`src/rtl/wsfr_pkg.sv`:
```
`default_nettype none
// ----------------------------------------------------------------------------
// WebSocket frame receiver package
// Shared types and constants for the parser and its output stage.
// ----------------------------------------------------------------------------
package wsfr_pkg;

    // Parser phases
    typedef enum logic [2:0] {
        PH_HDR0    = 3'd0,
        PH_HDR1    = 3'd1,
        PH_EXTLEN  = 3'd2,
        PH_KEY     = 3'd3,
        PH_PAYLOAD = 3'd4,
        PH_CLOSED  = 3'd5
    } t_phase;

    // Result kinds
    typedef enum logic [2:0] {
        EV_DATA      = 3'd0,
        EV_EMPTY_END = 3'd1,
        EV_PONG      = 3'd2,
        EV_MASK_ERR  = 3'd3,
        EV_TOO_LARGE = 3'd4
    } t_event_kind;

    // One result word
    typedef struct packed {
        t_event_kind kind;
        logic [7:0]  data;
        logic [3:0]  opcode;
        logic        eom;
    } t_event;

    // Frame opcodes
    localparam logic [3:0] OP_CONT = 4'd0;
    localparam logic [3:0] OP_TEXT = 4'd1;
    localparam logic [3:0] OP_BIN  = 4'd2;
    localparam logic [3:0] OP_PING = 4'd9;

    // Length codes of the second header byte
    localparam logic [6:0] LEN_CODE16 = 7'd126;
    localparam logic [6:0] LEN_CODE64 = 7'd127;

    // Configuration register indexes
    localparam logic CFG_REQUIRE_MASK = 1'b0;
    localparam logic CFG_MAX_SIZE     = 1'b1;

    // Configuration reset values
    localparam logic        REQUIRE_MASK_RESET = 1'b1;
    localparam logic [31:0] MAX_SIZE_RESET     = 32'd33554432;

endpackage : wsfr_pkg
`default_nettype wire

```
`src/rtl/websocket_frame_receiver.sv`:
```
`default_nettype none
// ----------------------------------------------------------------------------
// WebSocket frame receiver
// Parses a received byte stream into unmasked payload words and events.
// ----------------------------------------------------------------------------
// Takes one byte per cycle on the rx channel while the output stage has room
// and gives at most one result word per byte on the ev channel: payload bytes
// (unmasked, tagged with the message opcode and an end-of-message flag), an
// empty message end, a pong request, or a mask or size error after which the
// block ignores all bytes until reset. The parser state machine handles each
// byte; its result is registered in the output register, or in the skid entry
// while that register holds a waiting word. A two-word output stage lets the
// parser keep taking bytes while a result waits, so the sustained rate is one
// byte per cycle whenever the consumer keeps up. Configuration writes (index 0
// require_mask, index 1 max_message_size) are always ready and registered.
// ----------------------------------------------------------------------------
module websocket_frame_receiver
    import wsfr_pkg::*;
(
    input  wire logic        i_clk,
    input  wire logic        i_rst_n,
    input  wire logic        i_rx_valid,
    output logic             o_rx_ready,
    input  wire logic [7:0]  i_rx_byte,
    output logic             o_ev_valid,
    input  wire logic        i_ev_ready,
    output logic [2:0]       o_event_kind,
    output logic [7:0]       o_data_byte,
    output logic [3:0]       o_message_opcode,
    output logic             o_end_of_message,
    input  wire logic        i_cfg_valid,
    output logic             o_cfg_ready,
    input  wire logic        i_cfg_index,
    input  wire logic [31:0] i_cfg_data
);

    logic   take;
    logic   room;
    logic   par_valid;
    t_event par_event;
    t_event out_event;

    assign o_rx_ready  = room;
    assign take        = i_rx_valid & room;
    assign o_cfg_ready = 1'b1;

    // Parse one byte per accepted word
    wsfr_parser u_parser (
        .i_clk       (i_clk),
        .i_rst_n     (i_rst_n),
        .i_take      (take),
        .i_byte      (i_rx_byte),
        .i_cfg_write (i_cfg_valid),
        .i_cfg_index (i_cfg_index),
        .i_cfg_data  (i_cfg_data),
        .o_ev_valid  (par_valid),
        .o_event     (par_event)
    );

    // Hold results for the consumer
    wsfr_out_stage u_out (
        .i_clk   (i_clk),
        .i_rst_n (i_rst_n),
        .i_push  (par_valid),
        .i_event (par_event),
        .o_room  (room),
        .o_valid (o_ev_valid),
        .i_ready (i_ev_ready),
        .o_event (out_event)
    );

    assign o_event_kind     = out_event.kind;
    assign o_data_byte      = out_event.data;
    assign o_message_opcode = out_event.opcode;
    assign o_end_of_message = out_event.eom;

endmodule : websocket_frame_receiver
`default_nettype wire

```
`src/rtl/wsfr_out_stage.sv`:
```
`default_nettype none
// ----------------------------------------------------------------------------
// WebSocket frame receiver output stage
// Output register plus one skid entry; ready toward the parser is registered.
// ----------------------------------------------------------------------------
module wsfr_out_stage
    import wsfr_pkg::*;
(
    input  wire logic   i_clk,
    input  wire logic   i_rst_n,
    input  wire logic   i_push,
    input  wire t_event i_event,
    output logic        o_room,
    output logic        o_valid,
    input  wire logic   i_ready,
    output t_event      o_event
);

    logic   r_out_valid;
    logic   r_skid_valid;
    t_event r_out;
    t_event r_skid;
    logic   pop;

    assign pop     = r_out_valid & i_ready;
    assign o_room  = ~r_skid_valid;
    assign o_valid = r_out_valid;
    assign o_event = r_out;

    // Load output register, park a word in the skid entry when blocked
    always_ff @(posedge i_clk) begin
        if (!i_rst_n) begin
            r_out_valid  <= 1'b0;
            r_skid_valid <= 1'b0;
        end else if (i_push) begin
            if (!r_out_valid) begin
                r_out       <= i_event;
                r_out_valid <= 1'b1;
            end else if (pop) begin
                if (r_skid_valid) begin
                    r_out  <= r_skid;
                    r_skid <= i_event;
                end else begin
                    r_out <= i_event;
                end
            end else begin
                r_skid       <= i_event;
                r_skid_valid <= 1'b1;
            end
        end else if (pop) begin
            r_out        <= r_skid;
            r_out_valid  <= r_skid_valid;
            r_skid_valid <= 1'b0;
        end
    end

endmodule : wsfr_out_stage
`default_nettype wire

```
`src/rtl/wsfr_parser.sv`:
```
`default_nettype none
// ----------------------------------------------------------------------------
// WebSocket frame parser
// Advances the frame state machine one byte a cycle on i_take, forming the result.
// ----------------------------------------------------------------------------
module wsfr_parser
    import wsfr_pkg::*;
(
    input  wire logic        i_clk,
    input  wire logic        i_rst_n,
    input  wire logic        i_take,
    input  wire logic [7:0]  i_byte,
    input  wire logic        i_cfg_write,
    input  wire logic        i_cfg_index,
    input  wire logic [31:0] i_cfg_data,
    output logic             o_ev_valid,
    output t_event           o_event
);

    t_phase      r_phase, n_phase;
    logic        r_final, n_final;
    logic [3:0]  r_opcode, n_opcode;
    logic        r_masked, n_masked;
    logic [2:0]  r_count, n_count;
    logic [63:0] r_length, n_length;
    logic [31:0] r_key, n_key;
    logic [63:0] r_index, n_index;
    logic [31:0] r_msg_len, n_msg_len;
    logic [3:0]  r_msg_kind, n_msg_kind;
    logic        r_skip, n_skip;
    logic        r_require_mask;
    logic [31:0] r_max_size;

    logic        len_done;
    logic        hdr_done;
    logic [63:0] new_len;
    logic [63:0] hdr_len;
    logic [32:0] len_sum;
    logic        too_big;
    logic        last;
    logic [7:0]  key_byte;

    // Configuration registers
    always_ff @(posedge i_clk) begin
        if (!i_rst_n) begin
            r_require_mask <= REQUIRE_MASK_RESET;
            r_max_size     <= MAX_SIZE_RESET;
        end else if (i_cfg_write) begin
            case (i_cfg_index)
                CFG_REQUIRE_MASK: r_require_mask <= i_cfg_data[0];
                CFG_MAX_SIZE:     r_max_size     <= i_cfg_data;
                default:          r_max_size     <= r_max_size;
            endcase
        end
    end

    // State registers
    always_ff @(posedge i_clk) begin
        if (!i_rst_n) begin
            r_phase    <= PH_HDR0;
            r_final    <= 1'b0;
            r_opcode   <= OP_CONT;
            r_masked   <= 1'b0;
            r_count    <= 3'd0;
            r_length   <= 64'd0;
            r_key      <= 32'd0;
            r_index    <= 64'd0;
            r_msg_len  <= 32'd0;
            r_msg_kind <= 4'd0;
            r_skip     <= 1'b0;
        end else begin
            r_phase    <= n_phase;
            r_final    <= n_final;
            r_opcode   <= n_opcode;
            r_masked   <= n_masked;
            r_count    <= n_count;
            r_length   <= n_length;
            r_key      <= n_key;
            r_index    <= n_index;
            r_msg_len  <= n_msg_len;
            r_msg_kind <= n_msg_kind;
            r_skip     <= n_skip;
        end
    end

    // Message limit check: any length above 32 bits always overflows the limit
    assign len_sum = {1'b0, new_len[31:0]} + {1'b0, r_msg_len};
    assign too_big = (|new_len[63:32]) || (len_sum >= {1'b0, r_max_size});

    // Payload position
    assign last = ((r_index + 64'd1) == r_length);

    // Select key byte, first received byte first
    always_comb begin
        case (r_index[1:0])
            2'd0:    key_byte = r_key[31:24];
            2'd1:    key_byte = r_key[23:16];
            2'd2:    key_byte = r_key[15:8];
            default: key_byte = r_key[7:0];
        endcase
    end

    // Next state and result
    always_comb begin
        n_phase    = r_phase;
        n_final    = r_final;
        n_opcode   = r_opcode;
        n_masked   = r_masked;
        n_count    = r_count;
        n_length   = r_length;
        n_key      = r_key;
        n_index    = r_index;
        n_msg_len  = r_msg_len;
        n_msg_kind = r_msg_kind;
        n_skip     = r_skip;
        len_done   = 1'b0;
        hdr_done   = 1'b0;
        new_len    = r_length;
        hdr_len    = r_length;
        o_ev_valid = 1'b0;
        o_event    = '0;

        if (i_take) begin
            case (r_phase)
                PH_HDR0: begin
                    n_final  = i_byte[7];
                    n_opcode = i_byte[3:0];
                    n_skip   = !((i_byte[3:0] == OP_CONT) || (i_byte[3:0] == OP_TEXT) ||
                                 (i_byte[3:0] == OP_BIN));
                    n_phase  = PH_HDR1;
                end
                PH_HDR1: begin
                    n_masked = i_byte[7];
                    if (!r_skip && r_require_mask && !i_byte[7]) begin
                        n_phase      = PH_CLOSED;
                        o_ev_valid   = 1'b1;
                        o_event.kind = EV_MASK_ERR;
                    end else begin
                        if (r_opcode == OP_PING) begin
                            o_ev_valid   = 1'b1;
                            o_event.kind = EV_PONG;
                        end
                        n_length = 64'd0;
                        if (i_byte[6:0] == LEN_CODE16) begin
                            n_count = 3'd1;
                            n_phase = PH_EXTLEN;
                        end else if (i_byte[6:0] == LEN_CODE64) begin
                            n_count = 3'd7;
                            n_phase = PH_EXTLEN;
                        end else begin
                            new_len  = {57'd0, i_byte[6:0]};
                            n_length = new_len;
                            len_done = 1'b1;
                        end
                    end
                end
                PH_EXTLEN: begin
                    new_len  = {r_length[55:0], i_byte};
                    n_length = new_len;
                    if (r_count == 3'd0) begin
                        len_done = 1'b1;
                    end else begin
                        n_count = r_count - 3'd1;
                    end
                end
                PH_KEY: begin
                    n_key = {r_key[23:0], i_byte};
                    if (r_count == 3'd0) begin
                        hdr_done = 1'b1;
                    end else begin
                        n_count = r_count - 3'd1;
                    end
                end
                PH_PAYLOAD: begin
                    if (!r_skip) begin
                        o_ev_valid     = 1'b1;
                        o_event.kind   = EV_DATA;
                        o_event.data   = r_masked ? (i_byte ^ key_byte) : i_byte;
                        o_event.opcode = r_msg_kind;
                        o_event.eom    = last && r_final;
                    end
                    n_index = r_index + 64'd1;
                    if (last) begin
                        if (!r_skip && r_final) begin
                            n_msg_len  = 32'd0;
                            n_msg_kind = 4'd0;
                        end
                        n_phase = PH_HDR0;
                    end
                end
                PH_CLOSED: begin
                    n_phase = PH_CLOSED;
                end
                default: begin
                    n_phase = PH_CLOSED;
                end
            endcase
        end

        // Frame length known: check the limit, then go to the key or finish the header
        if (len_done) begin
            hdr_len = new_len;
            if (!r_skip && too_big) begin
                n_phase      = PH_CLOSED;
                o_ev_valid   = 1'b1;
                o_event.kind = EV_TOO_LARGE;
            end else begin
                if (!r_skip) begin
                    n_msg_len = len_sum[31:0];
                    if ((r_msg_kind == 4'd0) && (r_opcode != OP_CONT)) begin
                        n_msg_kind = r_opcode;
                    end
                end
                if (n_masked) begin
                    n_key   = 32'd0;
                    n_count = 3'd3;
                    n_phase = PH_KEY;
                end else begin
                    hdr_done = 1'b1;
                end
            end
        end

        // Header complete: empty frame ends here, else start payload
        if (hdr_done) begin
            if (hdr_len == 64'd0) begin
                if (!r_skip && r_final) begin
                    o_ev_valid     = 1'b1;
                    o_event.kind   = EV_EMPTY_END;
                    o_event.opcode = n_msg_kind;
                    o_event.eom    = 1'b1;
                    n_msg_len      = 32'd0;
                    n_msg_kind     = 4'd0;
                end
                n_phase = PH_HDR0;
            end else begin
                n_index = 64'd0;
                n_phase = PH_PAYLOAD;
            end
        end
    end

endmodule : wsfr_parser
`default_nettype wire

```
`config.mk`:
```
export PLATFORM = sky130hd
export DESIGN_NAME = websocket_frame_receiver
export DESIGN_NICKNAME = d
export VERILOG_FILES = /design/src/rtl/wsfr_pkg.sv /design/src/rtl/websocket_frame_receiver.sv /design/src/rtl/wsfr_out_stage.sv /design/src/rtl/wsfr_parser.sv
export SDC_FILE = /design/constraint.sdc
export NUM_CORES = 1
export LEC_CHECK = 0
export ABC_AREA = 1
export BUFFER_PORTS_ARGS = -buffer_cell sky130_fd_sc_hd__clkbuf_2
export CAP_MARGIN = 20
export CORE_MARGIN = 2
export CORE_UTILIZATION = 40
export DETAILED_ROUTE_END_ITERATION = 8
export SLEW_MARGIN = 25
export SYNTH_ARGS = -nofsm -noshare
export SYNTH_HDL_FRONTEND = slang
export SYNTH_SLANG_ARGS = --single-unit
```
`constraint.sdc`:
```
create_clock -name i_clk -period 21.8 [get_ports i_clk]
set_input_delay 4.36 -clock i_clk [delete_from_list [all_inputs] [get_ports i_clk]]
set_output_delay 4.36 -clock i_clk [all_outputs]
set_load 0.02 [all_outputs]
```
## Yosys cells after proc, flatten, opt, wreduce, memory -nomap -nowiden

Index checks and enable logic that the tools add are counted.

| word-level totals | value |
|---|---|
| memory bits (writable) | 0 |
| input bits | 46 |
| memory bits (read-only) | 0 |
| word-level logic and storage cells | 191 |
| register bits after elaboration | 276 |
| latch bits | 0 |
| memories kept | 0 |

| cells by class | value |
|---|---|
| multipliers | 0 |
| div/mod/pow operators | 0 |
| add/subtract/negate cells | 3 |
| muxes and demuxes | 112 |
| shifts and indexed selects | 0 |
| $lt $le $gt $ge | 1 |
| reduce and logical (&&, ||, !) cells | 30 |
| bitwise logic cells | 5 |
| eq/ne operators | 17 |

Operators by type and width:

| operator | number |
|---|---|
| $mux W64 | 11 |
| $mux W32 | 15 |
| $pmux W64 S2 | 2 |
| $mux W16 | 8 |
| $mux W3 | 24 |
| $add A64 B1 Y64 const B | 1 |
| $eq A64 B64 Y1 | 1 |
| $logic_not A64 Y1 | 1 |
| $mux W4 | 11 |
| $add A32 B32 Y33 | 1 |
| $ge A33 B32 Y1 | 1 |
| $reduce_or A32 Y1 | 1 |
| $mux W1 | 27 |
| $mux W13 | 2 |
| $pmux W8 S3 | 1 |
| $mux W5 | 3 |
| $eq A7 B7 Y1 const B | 2 |
| $pmux W3 S2 | 2 |
| $pmux W3 S4 | 1 |
| $reduce_and A3 Y1 | 3 |
| $logic_not A4 Y1 | 2 |
| $mux W8 | 1 |
| $xor A8 B8 Y8 | 1 |
| $mux W7 | 1 |
| other kinds (25) | 45 |

## Depth between registers and ports, before layout

Gate-level depths: netlist (run 1).

| logic depth | value |
|---|---|
| word-level depth | 19 |
| depth in mapped cells | 44 |
| mapped depth without buffers | 43 |

## Hierarchy

Synthesis (run 1) repeated with hierarchy kept, for this count alone.

| unflattened totals | value |
|---|---|
| cells, all modules | 2773 |
| area total of the unflattened synthesis | 18260.0 µm² |

By module, submodules not included:

| module | area an instance (µm²) | cells each | seq. area each (µm²) | times used |
|---|---|---|---|---|
| wsfr_parser | 16921.2 | 2664 | 4844.6 | 1 |
| wsfr_out_stage | 1320.0 | 105 | 1001.0 | 1 |
| websocket_frame_receiver | 18.8 | 4 | 0.0 | 1 |

## Least setup slack after synthesis (run 1)

OpenSTA, ideal clock, no wires.

| timing path | value |
|---|---|
| path kind | in2reg |
| start point | input port i_rx_valid |
| end point | register u_out.r_out, in the netlist u_out.o_event[0] (enable) |
| cell stages on the path | 34 |
| slack | 11.757 ns |
| setup time | 0.411 ns |
| arrival time | 9.631 ns |
| data required time | 21.389 ns |
| path buffers | 1 |
| path through | nand2_1 nor2_4 nor2_4 inv_4 nand2_4 buf_6 a21oi_1 inv_1 ha_1 fa_1 nand3_1 nand2_1 a31oi_1 o21ai_0 nand3_1 nand2_1 nand2_1 nand2_1 a21oi_1 xor2_1 ha_1 a21oi_1 o2111ai_1 nor2_1 nand2_1 nor2_1 nand3_1 nand2_1 nand2_1 nand2_1 nand2_2 nand2_2 nand2_1 o21ai_0 |

| on the way | value |
|---|---|
| word-level cells in the longest chain between the ends | 13 |

Ends and longest elaborated chain:

| what | line | source |
|---|---|---|
| start: declaration | websocket_frame_receiver.sv:22 | `input wire logic i_rx_valid,` |
| $and A1 B1 Y1 * | websocket_frame_receiver.sv:44 | `assign take = i_rx_valid & room;` |
| $mux W64 | wsfr_parser.sv:123 | `if (i_take) begin` |
| $add A32 B32 Y33 | wsfr_parser.sv:87 | `assign len_sum = {1'b0, new_len[31:0]} + {1'b0, r_msg_len};` |
| $ge A33 B32 Y1 | wsfr_parser.sv:88 | `assign too_big = (\|new_len[63:32]) \|\| (len_sum >= {1'b0, r_max_size});` |
| $logic_or A1 B1 Y1 | wsfr_parser.sv:88 |  |
| $logic_and A1 B1 Y1 | wsfr_parser.sv:203 | `if (!r_skip && too_big) begin` |
| $mux W1 | wsfr_parser.sv:203 |  |
| $mux W1 | wsfr_parser.sv:201 | `if (len_done) begin` |
| $mux W1 | wsfr_parser.sv:227 | `if (!r_skip && r_final) begin` |
| $mux W1 | wsfr_parser.sv:226 | `if (hdr_len == 64'd0) begin` |
| $mux W1 * | wsfr_parser.sv:225 | `if (hdr_done) begin` |
| $reduce_bool A2 Y1 (no line) * | - |  |
| $reduce_and A3 Y1 (no line) * | - |  |
| end signal: assignment | wsfr_out_stage.sv:41 | `r_out <= r_skid;` |
| end signal: assignment | wsfr_out_stage.sv:44 | `r_out <= i_event;` |
| end signal: assignment | wsfr_out_stage.sv:51 | `r_out <= r_skid;` |
| end: declaration | wsfr_out_stage.sv:21 | `t_event r_out;` |

Every way passes the cells marked *; elsewhere a longest branch is shown, timed or not.
A chain may end at the register's enable or synchronous reset.

## Worst setup path in the final report (run 1)

| timing path | value |
|---|---|
| start point | input port i_rx_byte[7] |
| end point | register u_parser.r_msg_len[13] |

| on the way | value |
|---|---|
| word-level cells in the longest chain between the ends | 14 |

Ends and longest elaborated chain:

| what | line | source |
|---|---|---|
| start: declaration | websocket_frame_receiver.sv:24 | `input wire logic [7:0] i_rx_byte,` |
| $logic_not A1 Y1 | wsfr_parser.sv:134 | `if (!r_skip && r_require_mask && !i_byte[7]) begin` |
| $logic_and A1 B1 Y1 | wsfr_parser.sv:134 |  |
| $mux W64 | wsfr_parser.sv:134 |  |
| $pmux W64 S2 | wsfr_parser.sv:124 | `case (r_phase)` |
| $mux W64 | wsfr_parser.sv:123 |  |
| $add A32 B32 Y33 | wsfr_parser.sv:87 |  |
| $ge A33 B32 Y1 | wsfr_parser.sv:88 |  |
| $logic_or A1 B1 Y1 | wsfr_parser.sv:88 |  |
| $logic_and A1 B1 Y1 | wsfr_parser.sv:203 |  |
| $mux W32 | wsfr_parser.sv:203 |  |
| $mux W32 | wsfr_parser.sv:201 |  |
| $mux W32 | wsfr_parser.sv:227 |  |
| $mux W32 | wsfr_parser.sv:226 |  |
| $mux W32 * | wsfr_parser.sv:225 |  |
| end signal: assignment | wsfr_parser.sv:80 | `r_msg_len <= n_msg_len;` |
| end: declaration | wsfr_parser.sv:28 | `logic [31:0] r_msg_len, n_msg_len;` |

Marks and branches as above.

==> impl_metrics.env, run 1 <==
export IMPL_routed_via_count=19210
export IMPL_syn_to_final_growth_pct=10.46
export IMPL_clkTransAtPathRegs_ns=0.06
export IMPL_p_total_mw=1.506
export IMPL_dp_hpwl_um=51190
export IMPL_grt_use_total_pct=28.03
export IMPL_synth_top_cell_by_area="dfxtp_1"
export IMPL_setup_ws_ns=10.99
export IMPL_synth_enable_flop_cells=32
export IMPL_clkSinkCount=276
export IMPL_coreArea_mm2=0.04528
export IMPL_io_buffer_count=63
export IMPL_postCtsHoldBufs=0
export IMPL_fin_crit_sh_pct=49.60
export IMPL_grt_first_pass_wirelength_um=103000
export IMPL_syn_avg_cell_area_um2=6.391
export IMPL_slew_violations=0
export IMPL_r2r_end="u_parser.r_msg_len[13]$_SDFF_PN0_"
export IMPL_arrival_ns=11.24
export IMPL_ctsLongestPathBuffers=3
export IMPL_drt_initial_drc_count=1675
export IMPL_synth_cell_types=64
export IMPL_tns_ns=0
export IMPL_cts_setup_buffers=0
export IMPL_drv_cap=0
export IMPL_synth_simple_area_share_pct=34.79
export IMPL_synth_area_leaders="dfxtp_1, nand2_1, nor2_1, inv_1, o21ai_0"
export IMPL_fmax_ghz=0.09248
export IMPL_synth_top_area_share_pct=26.70
export IMPL_synth_area_mux_share_pct=0
export IMPL_setup_viol=0
export IMPL_path_class="in2reg"
export IMPL_cts_tree="yes"
export IMPL_die_y_um=217.9
export IMPL_ctsHtreeMaxLevel=2
export IMPL_insertion_delay_ns=0.57
export IMPL_timing_final_crit_period_ns=10.81
export IMPL_synth_most_common_cell="nand2_1"
export IMPL_synth_top_family_by_area="simple AND/OR/NAND/NOR gates"
export IMPL_ys_seq_elements=276
export IMPL_async_reset_ff_share_pct=0
export IMPL_synthCells=2863
export IMPL_antenna_left=0
export IMPL_synth_nets=2980
export IMPL_grt_max_degree=95
export IMPL_routabilityCongestion=1.005
export IMPL_r2r_start="u_parser.r_phase[0]$_SDFF_PP0_"
export IMPL_r2r_slack_ns=14.34
export IMPL_ctsResizeCount=0
export IMPL_drive_gt1_share_pct=6.767
export IMPL_synth_compound_area_share_pct=16.38
export IMPL_die_area_mm2=0.04747
export IMPL_routed_via_density=5.471
export IMPL_slowest_delay_ns=0.74
export IMPL_pwr_density_cell_mw_per_mm2=74.52
export IMPL_clock_skew_ns=0.02484
export IMPL_relSlewSlack_pct=35.12
export IMPL_cp_required_ns=22.23
export IMPL_numCtsBuffers=35
export IMPL_slowest_stage="nor3_2"
export IMPL_rsz0062_at_grt="false"
export IMPL_leakagePower_nw=9.030
export IMPL_drc_errors=0
export IMPL_post_place_ws_ns=10.49
export IMPL_cts_root_buf="clkbuf_16"
export IMPL_path_common_cell="nand2_1"
export IMPL_nets=3003
export IMPL_grt_pass1_vias=17850
export IMPL_diodes=0
export IMPL_synthXorXnorAreaFrac_pct=3.200
export IMPL_crit_path_end_kind="flop"
export IMPL_wl_per_cell_um=18.85
export IMPL_synth_yosys_warnings=0
export IMPL_synth_cells_most_frequent="nand2_1, nor2_1, inv_1, dfxtp_1, o21ai_0"
export IMPL_critPathLaunchType="input pin"
export IMPL_finalHoldViolCount=0
export IMPL_antenna_found_initial=0
export IMPL_hp_start="u_parser.r_max_size[5]$_SDFFE_PN0P_"
export IMPL_tightest_slew_ns=0.9732
export IMPL_placementRows=78
export IMPL_syn_area_mm2=0.01830
export IMPL_hold_depth=2
export IMPL_initial_utilization_pct=40.40
export IMPL_outcome="completed"
export IMPL_dr_pass1_iters=7
export IMPL_io_pins=65
export IMPL_grt_overflow=0
export IMPL_worst_hold_path_type="reg2reg"
export IMPL_wirelength_um=66190
export IMPL_yosys_area_share_adder_pct=4.896
export IMPL_synth_seq_area_share_pct=31.95
export IMPL_peakVddDrop_uv=51.68
export IMPL_crit_path_max_fanout=41
export IMPL_hold_path_endpoint="u_parser.r_max_size[5]$_SDFFE_PN0P_"
export IMPL_r2r_worst_path_cells=33
export IMPL_die_w_um=217.9
export IMPL_synth_ff_type="dfxtp_1"
cell type report:
class                   count  area (um2)
clock buffers              44       960.9
clock inverters            18       188.9
fillers                  4910       25070
inverters                 313        1182
multi-input cells        2185       10880
flip-flops and latches    276        5846
well taps                 600       750.7
repair buffers             75       405.4
worst max-delay path, delay by kind of cell:
kind	cells	cell delay (ns)
AND/OR/NAND/NOR	18	3.35
buffers and inverters	6	1.16
AO/OA/AOI/OAI	6	1.12
adder cells (fa/ha/maj)	3	1.01
XOR/XNOR	1	0.20
registers in the layout, summed over array words and instances, names as in the netlist, 16 cells and up:
name	cells
u_out.o_event	16
u_out.r_skid	16
u_parser.r_index	64
u_parser.r_key	32
u_parser.r_length	64
u_parser.r_max_size	32
u_parser.r_msg_len	32
cells in the final DEF, fill, tap and decap left out, types with 5 or more instances in the layout:
cell,synthesis,layout
a211oi_1,59,59
nand2_2,4,5
nor2_1,425,422
dfxtp_1,244,244
a21boi_0,8,8
o21a_1,5,5
clkbuf_16,0,36
inv_1,295,294
nand2_1,766,764
inv_2,13,13
nor4_1,9,9
a21oi_2,11,11
or2_2,7,7
nor2_2,11,13
clkinv_1,3,7
edfxtp_1,32,32
a221oi_1,10,10
a21oi_1,184,184
clkbuf_1,60,5
xnor2_1,12,12
clkinv_2,0,6
nor3_1,57,57
xnor3_1,5,5
o21bai_1,8,8
nor2_4,9,10
clkbuf_2,1,63
o22ai_1,6,6
xor2_1,42,42
o21ai_1,7,8
nand4_1,42,42
ha_1,70,70
nand3_1,172,172
nand3b_1,10,10
buf_4,2,12
o21ai_0,211,210
stage by stage:
stage	cells	hold WS, ns	cell area (um2)	utilization (%)
floorplan	2863	0.4331	18300	-
global placement	3449	0.4508	19060	42.09
detailed placement	3449	0.4556	19060	42.09
CTS	3511	0.4629	20210	44.63
global route	3511	0.4821	20210	44.63
finish	3511	0.4601	20210	44.63
power breakdown:
group | switching, mW | internal [mW] | total (mW)
Sequential | 0.0351 | 0.548 | 0.584
Combinational | 0.220 | 0.106 | 0.327
Clock | 0.247 | 0.349 | 0.596
per-layer routing:
| layer | vias to the layer above | global-route usage, % | share of wire (%) |
|---|---|---|---|
| li1 | 9451 | - | - |
| met1 | 9030 | 39.49 | 47 |
| met2 | 606 | 43.57 | 43 |
| met3 | 121 | 4.017 | 6.2 |
| met4 | 0 | 9.955 | 3.5 |
| met5 | - | 0 | 0 |
cell families (layout without fill, tap and decap cells):
group           after synthesis  count (layout)
flops                       276             276
xor+xnor                     59              59
buf+inv                     402             450
compound gates              529             529
simple gates               1525            1525
fa+ha+maj                    71              71
other cells                   1               1
worst max path at each step:
stage	to	startpoint
floorplan	u_out.o_event[0]$_DFFE_PP_	i_rx_valid
global placement	u_out.r_skid[7]$_DFFE_PP_	i_rx_valid
detailed placement	u_parser.r_msg_len[13]$_SDFF_PN0_	i_rx_valid
CTS	u_parser.r_msg_len[13]$_SDFF_PN0_	i_rx_valid
global route	u_parser.r_msg_len[9]$_SDFF_PN0_	i_rx_valid
finish	u_parser.r_msg_len[13]$_SDFF_PN0_	i_rx_byte[7]
Power figures use the tool's default switching activity.
==> run 2: changes to the inputs <==
clock period = 11.1 ns   (was 21.8 ns; I/O delays follow)
==> impl_metrics.env, run 2 (synthesis gave the netlist of run 1 again) <==
export IMPL_final_common_cell="nand2_1"
export IMPL_routabilityCongestion=0.9961
export IMPL_fin_crit_sh_pct=77.64
export IMPL_routed_via_count=18960
export IMPL_peakVddDrop_uv=111.5
export IMPL_clockPowerShare_pct=40.4
export IMPL_layout_common_cells="nand2_1, nor2_1, inv_1"
export IMPL_routed_via_density=5.396
export IMPL_grt_first_pass_wirelength_um=103600
export IMPL_cts_setup_buffers=0
export IMPL_drive_gt1_share_pct=6.898
export IMPL_wl_per_cell_um=19.03
export IMPL_p_total_mw=3.012
export IMPL_worst_path_buf_inv=5
export IMPL_dp_hpwl_um=51370
export IMPL_ctsResizeCount=0
export IMPL_tns_ns=0
export IMPL_dr_pass1_iters=8
export IMPL_fmax_ghz=0.1160
export IMPL_rsz0062_at_grt="false"
export IMPL_slew_violations=0
export IMPL_slowest_stage="nor2_4"
export IMPL_grt_pass1_vias=17970
export IMPL_pwr_density_cell_mw_per_mm2=148.4
export IMPL_path_delay_family="simple AND/OR/NAND/NOR gates"
export IMPL_numCtsBuffers=36
export IMPL_drv_cap=0
export IMPL_crit_path_max_fanout=27
export IMPL_drt_initial_drc_count=1525
export IMPL_grt_use_total_pct=28.22
export IMPL_initial_utilization_pct=40.40
export IMPL_cp_required_ns=11.58
export IMPL_cts_root_buf="clkbuf_16"
export IMPL_clkTransAtPathRegs_ns=0.06
export IMPL_grt_max_degree=104
export IMPL_finalHoldViolCount=0
export IMPL_grt_overflow=0
export IMPL_path_class="in2reg"
export IMPL_die_y_um=217.9
export IMPL_wirelength_um=66860
export IMPL_leakagePower_nw=9.077
export IMPL_antenna_left=0
export IMPL_antenna_found_initial=0
export IMPL_coreArea_mm2=0.04528
export IMPL_worst_hold_path_type="reg2reg"
export IMPL_crit_path_end_kind="flop"
export IMPL_die_area_mm2=0.04747
export IMPL_ctsLongestPathBuffers=3
export IMPL_die_w_um=217.9
export IMPL_placementRows=78
export IMPL_relSlewSlack_pct=34.11
export IMPL_postCtsHoldBufs=0
export IMPL_syn_to_final_growth_pct=10.91
export IMPL_nets=3005
export IMPL_insertion_delay_ns=0.58
export IMPL_setup_viol=0
export IMPL_seqPwrFrac_pct=38.0
export IMPL_drc_errors=0
export IMPL_io_pins=65
export IMPL_arrival_ns=9.10
export IMPL_tightest_slew_ns=0.9830
export IMPL_cts_tree="yes"
export IMPL_slowest_delay_ns=0.50
export IMPL_p_comb_share_pct=21.6
export IMPL_clkSinkCount=276
export IMPL_outcome="completed"
export IMPL_swShare_pct=33.56
export IMPL_p_int_mw=2.001
export IMPL_path_common_cell="nand2_1"
export IMPL_diodes=0
export IMPL_ctsHtreeMaxLevel=2
export IMPL_io_buffer_count=63
export IMPL_switching_power_mw=1.011
export IMPL_clock_skew_ns=0.02415
export IMPL_timing_final_crit_period_ns=8.618
export IMPL_whs_ns=0.4577
export IMPL_critPathLaunchType="input pin"
export IMPL_reg_top3="u_parser.r_index: 64 flops, u_parser.r_length: 64 flops"
-- run 2: through the flow --
stage | instance area, um2 | cells | setup slack (ns) | utilization [%]
after floorplan | 18300 | 2863 | 3.197 | -
after global placement | 19060 | 3449 | 2.108 | 42.09
after detailed placement | 19060 | 3449 | 1.917 | 42.10
after CTS | 20260 | 3513 | 2.459 | 44.74
after global routing | 20290 | 3514 | 1.833 | 44.81
final | 20290 | 3514 | 2.482 | 44.81
-- run 2: worst paths after layout --
check,from,to,slack (ns),cells after the start
max,i_rx_valid,u_parser.r_msg_len[23]$_SDFF_PN0_,2.48,35
min,u_parser.r_max_size[1]$_SDFFE_PN0P_,u_parser.r_max_size[1]$_SDFFE_PN0P_,0.46,2
max reg2reg,u_parser.r_phase[0]$_SDFF_PP0_,u_parser.r_msg_len[23]$_SDFF_PN0_,3.69,35
min reg2reg,u_parser.r_max_size[1]$_SDFFE_PN0P_,u_parser.r_max_size[1]$_SDFFE_PN0P_,0.46,2
-- run 2: tightest hold or removal path, stage by stage (launching register included) --
cell and delay (ns):
dfxtp_1 0.29, inv_1 0.06, a21oi_1 0.05
-- run 2: area by class of cell --
cell class	instances	area, um2
clock buffers	44	960.9
well taps	600	750.7
inverters	313	1182
repair buffers	76	436.7
clock inverters	20	236.5
multi-input cells	2185	10880
fillers	4781	24990
flip-flops and latches	276	5846
-- run 2: routing by layer --
| layer | vias up | track usage (%) | routed length [um] |
|---|---|---|---|
| li1 | 9451 | - | - |
| met2 | 596 | 42.92 | 28350 |
| met3 | 104 | 6.499 | 4968 |
| met4 | 0 | 8.571 | 1969 |
| met1 | 8809 | 39.54 | 31570 |
| met5 | - | 0 | 0 |
-- run 2: power by group through the flow --
| stage | registers, mW | logic [mW] | clock network, mW |
|---|---|---|---|
| floorplan | 1.15 | 0.452 | 0 |
| global placement | 1.16 | 0.635 | 0 |
| detailed placement | 1.16 | 0.641 | 0 |
| CTS | 1.14 | 0.644 | 1.23 |
| global route | 1.15 | 0.733 | 1.27 |
| finish | 1.15 | 0.651 | 1.22 |
==> run 3: changes to the inputs <==
ABC_AREA = 0   (was 1)
clock period = 8.8 ns   (was 11.1 ns; I/O delays follow)
==> impl_metrics.env, run 3 <==
export IMPL_coreArea_mm2=0.04083
export IMPL_cts_tree="yes"
export IMPL_p_int_mw=2.313
export IMPL_synth_top_cell_by_area="dfxtp_1"
export IMPL_ctsLongestPathBuffers=3
export IMPL_ctsHtreeMaxLevel=2
export IMPL_fmax_ghz=0.1226
export IMPL_cp_required_ns=9.06
export IMPL_timing_final_crit_period_ns=8.159
export IMPL_slew_violations=0
export IMPL_die_y_um=207.3
export IMPL_numCtsBuffers=34
export IMPL_antenna_left=0
export IMPL_ctsResizeCount=0
export IMPL_grt_max_degree=74
export IMPL_dr_pass1_iters=5
export IMPL_insertion_delay_ns=0.53
export IMPL_grt_use_total_pct=22.34
export IMPL_arrival_ns=8.42
export IMPL_fin_crit_sh_pct=92.72
export IMPL_drt_initial_drc_count=1276
export IMPL_p_comb_share_pct=9.1
export IMPL_diodes=0
export IMPL_finalHoldViolCount=0
export IMPL_clkSinkCount=276
export IMPL_syn_area_mm2=0.01654
export IMPL_wl_met2_um=22630
export IMPL_grt_first_pass_wirelength_um=79170
export IMPL_clkTransAtPathRegs_ns=0.06
export IMPL_p_total_mw=3.088
export IMPL_wl_per_cell_um=18.82
export IMPL_syn_to_final_growth_pct=13.13
export IMPL_reg_top3="u_parser.r_index: 64 flops, u_parser.r_length: 64 flops"
export IMPL_m1WireLength_um=22790
export IMPL_layout_common_cells="nand2_1, dfxtp_1, nor2_1"
export IMPL_tns_ns=0
export IMPL_postCtsHoldBufs=0
export IMPL_clockPowerShare_pct=48.2
export IMPL_clock_skew_ns=0.01869
export IMPL_io_buffer_count=63
export IMPL_drive_gt1_share_pct=10.44
export IMPL_swShare_pct=25.09
export IMPL_routabilityCongestion=0.9114
export IMPL_relSlewSlack_pct=19.59
export IMPL_routed_via_density=5.776
export IMPL_final_common_cell="nand2_1"
export IMPL_grt_pass1_vias=14320
export IMPL_routed_top_layer="met4"
export IMPL_synth_top_area_share_pct=29.54
export IMPL_crit_path_max_fanout=9
export IMPL_routed_via_count=15140
export IMPL_initial_utilization_pct=40.50
export IMPL_synth_yosys_warnings=0
export IMPL_crit_path_end_kind="flop"
export IMPL_switching_power_mw=0.7748
export IMPL_wirelength_um=49320
export IMPL_setup_viol=0
export IMPL_synth_enable_flop_cells=32
export IMPL_met3_length_um=2419
export IMPL_async_reset_ff_share_pct=0
export IMPL_leakagePower_nw=7.170
export IMPL_synth_seq_area_share_pct=35.35
export IMPL_die_area_mm2=0.04299
export IMPL_ys_seq_elements=276
export IMPL_antenna_found_initial=0
export IMPL_drv_cap=0
export IMPL_worst_hold_path_type="reg2reg"
export IMPL_placementRows=74
export IMPL_synthCells=2041
export IMPL_synth_cell_types=89
export IMPL_synth_cells_most_frequent="nand2_1, dfxtp_1, nor2_1, a21oi_1, xnor2_1"
export IMPL_cts_setup_buffers=0
export IMPL_seqPwrFrac_pct=42.8
export IMPL_pwr_density_cell_mw_per_mm2=165.0
export IMPL_synth_most_common_cell="nand2_1"
export IMPL_grt_overflow=0
export IMPL_peakVddDrop_uv=87.17
export IMPL_critPathLaunchType="input pin"
export IMPL_dp_hpwl_um=36180
export IMPL_synth_area_leaders="dfxtp_1, xnor2_1, edfxtp_1, nand2_1, nor2_1"
export IMPL_io_pins=65
export IMPL_tightest_slew_ns=1.195
export IMPL_synth_nets=2158
export IMPL_cts_root_buf="clkbuf_16"
export IMPL_nets=2181
export IMPL_die_w_um=207.3
export IMPL_synth_ff_type="dfxtp_1"
export IMPL_syn_avg_cell_area_um2=8.103
export IMPL_outcome="completed"
export IMPL_rsz0062_at_grt="false"
export IMPL_drc_errors=0
export IMPL_path_class="in2reg"
==> run 3: kinds of logic (layout without fill, tap and decap cells) <==
| group | Yosys count | in the layout | synth area share, % |
|---|---|---|---|
| buffers and inverters | 189 | 237 | 4.607 |
| muxes | 14 | 14 | 0.8625 |
| adders and majority gates | 72 | 72 | 5.477 |
| DFF | 276 | 276 | 35.35 |
| xor gates and xnor gates | 181 | 181 | 9.585 |
| AOI/OAI and AO/OA | 467 | 467 | 19.11 |
| and+or+nand+nor | 841 | 841 | 24.99 |
| other | 1 | 1 | 0.02267 |
==> run 3: metrics by stage <==
step,util [%],cells,hold WS [ns],setup WS [ns],instance area [um2]
finish,45.82,2621,0.4526,0.6409,18710
global route,45.82,2621,0.4782,0.02008,18710
global placement,42.88,2560,0.4424,0.2641,17510
floorplan,-,2041,0.4329,0.06161,16550
CTS,45.81,2621,0.4544,0.7223,18710
detailed placement,42.88,2560,0.4467,0.2088,17510
==> run 3: path summary, 6_finish.rpt <==
kind	from	end	slack, ns	depth (start not counted)
setup / recovery	i_rx_valid	u_out.o_event[3]$_DFFE_PP_	0.64	27
hold / removal	u_parser.r_max_size[30]$_SDFFE_PN0P_	u_parser.r_max_size[30]$_SDFFE_PN0P_	0.45	2
setup reg to reg	u_parser.r_phase[0]$_SDFF_PP0_	u_out.o_event[3]$_DFFE_PP_	1.03	24
hold reg to reg	u_parser.r_max_size[30]$_SDFFE_PN0P_	u_parser.r_max_size[30]$_SDFFE_PN0P_	0.45	2
==> run 3: final cells by class <==
type | count | area (um2)
Inverter | 58 | 219.0
Tap cell | 532 | 665.6
Clock inverter | 14 | 183.9
Sequential cell | 276 | 5846
Timing Repair Buffer | 118 | 790.8
Clock buffer | 47 | 1013
Fill cell | 4036 | 22120
Multi-Input combinational cell | 1576 | 9991
==> run 3: metal layers <==
layer  up-vias  GRT usage, %
met2       449         36.41
met5         -             0
met4         0         6.921
met3       101         2.602
li1       7388             -
met1      7202         30.93
==> run 3: worst max-delay path, stage by stage <==
cell and delay [ns]:
clkbuf_2 0.11, or3b_2 0.47, buf_4 0.18, nor2_1 0.15, a21oi_1 0.08, o21ai_0 0.22
inv_1 0.12, ha_1 0.33, a211oi_1 0.35, o21ai_0 0.20, a221oi_1 0.38, o21ai_0 0.29
nand2_1 0.17, nand2b_1 0.10, a221oi_1 0.43, ha_1 0.32, o21ai_0 0.17, nor2_1 0.07
a2111oi_0 0.39, buf_4 0.18, o311ai_0 0.10, o31ai_1 0.34, o211ai_1 0.28, o21ba_2 0.29
or4_1 0.69, nand3_1 0.15, nand3_1 0.08
==> run 3: power by group through the flow <==
stage | registers, mW | logic, mW | clock network [mW]
floorplan | 1.34 | 0.182 | 0
detailed placement | 1.35 | 0.277 | 0
finish | 1.32 | 0.281 | 1.49
global route | 1.32 | 0.308 | 1.57
CTS | 1.32 | 0.279 | 1.52
global placement | 1.35 | 0.273 | 0
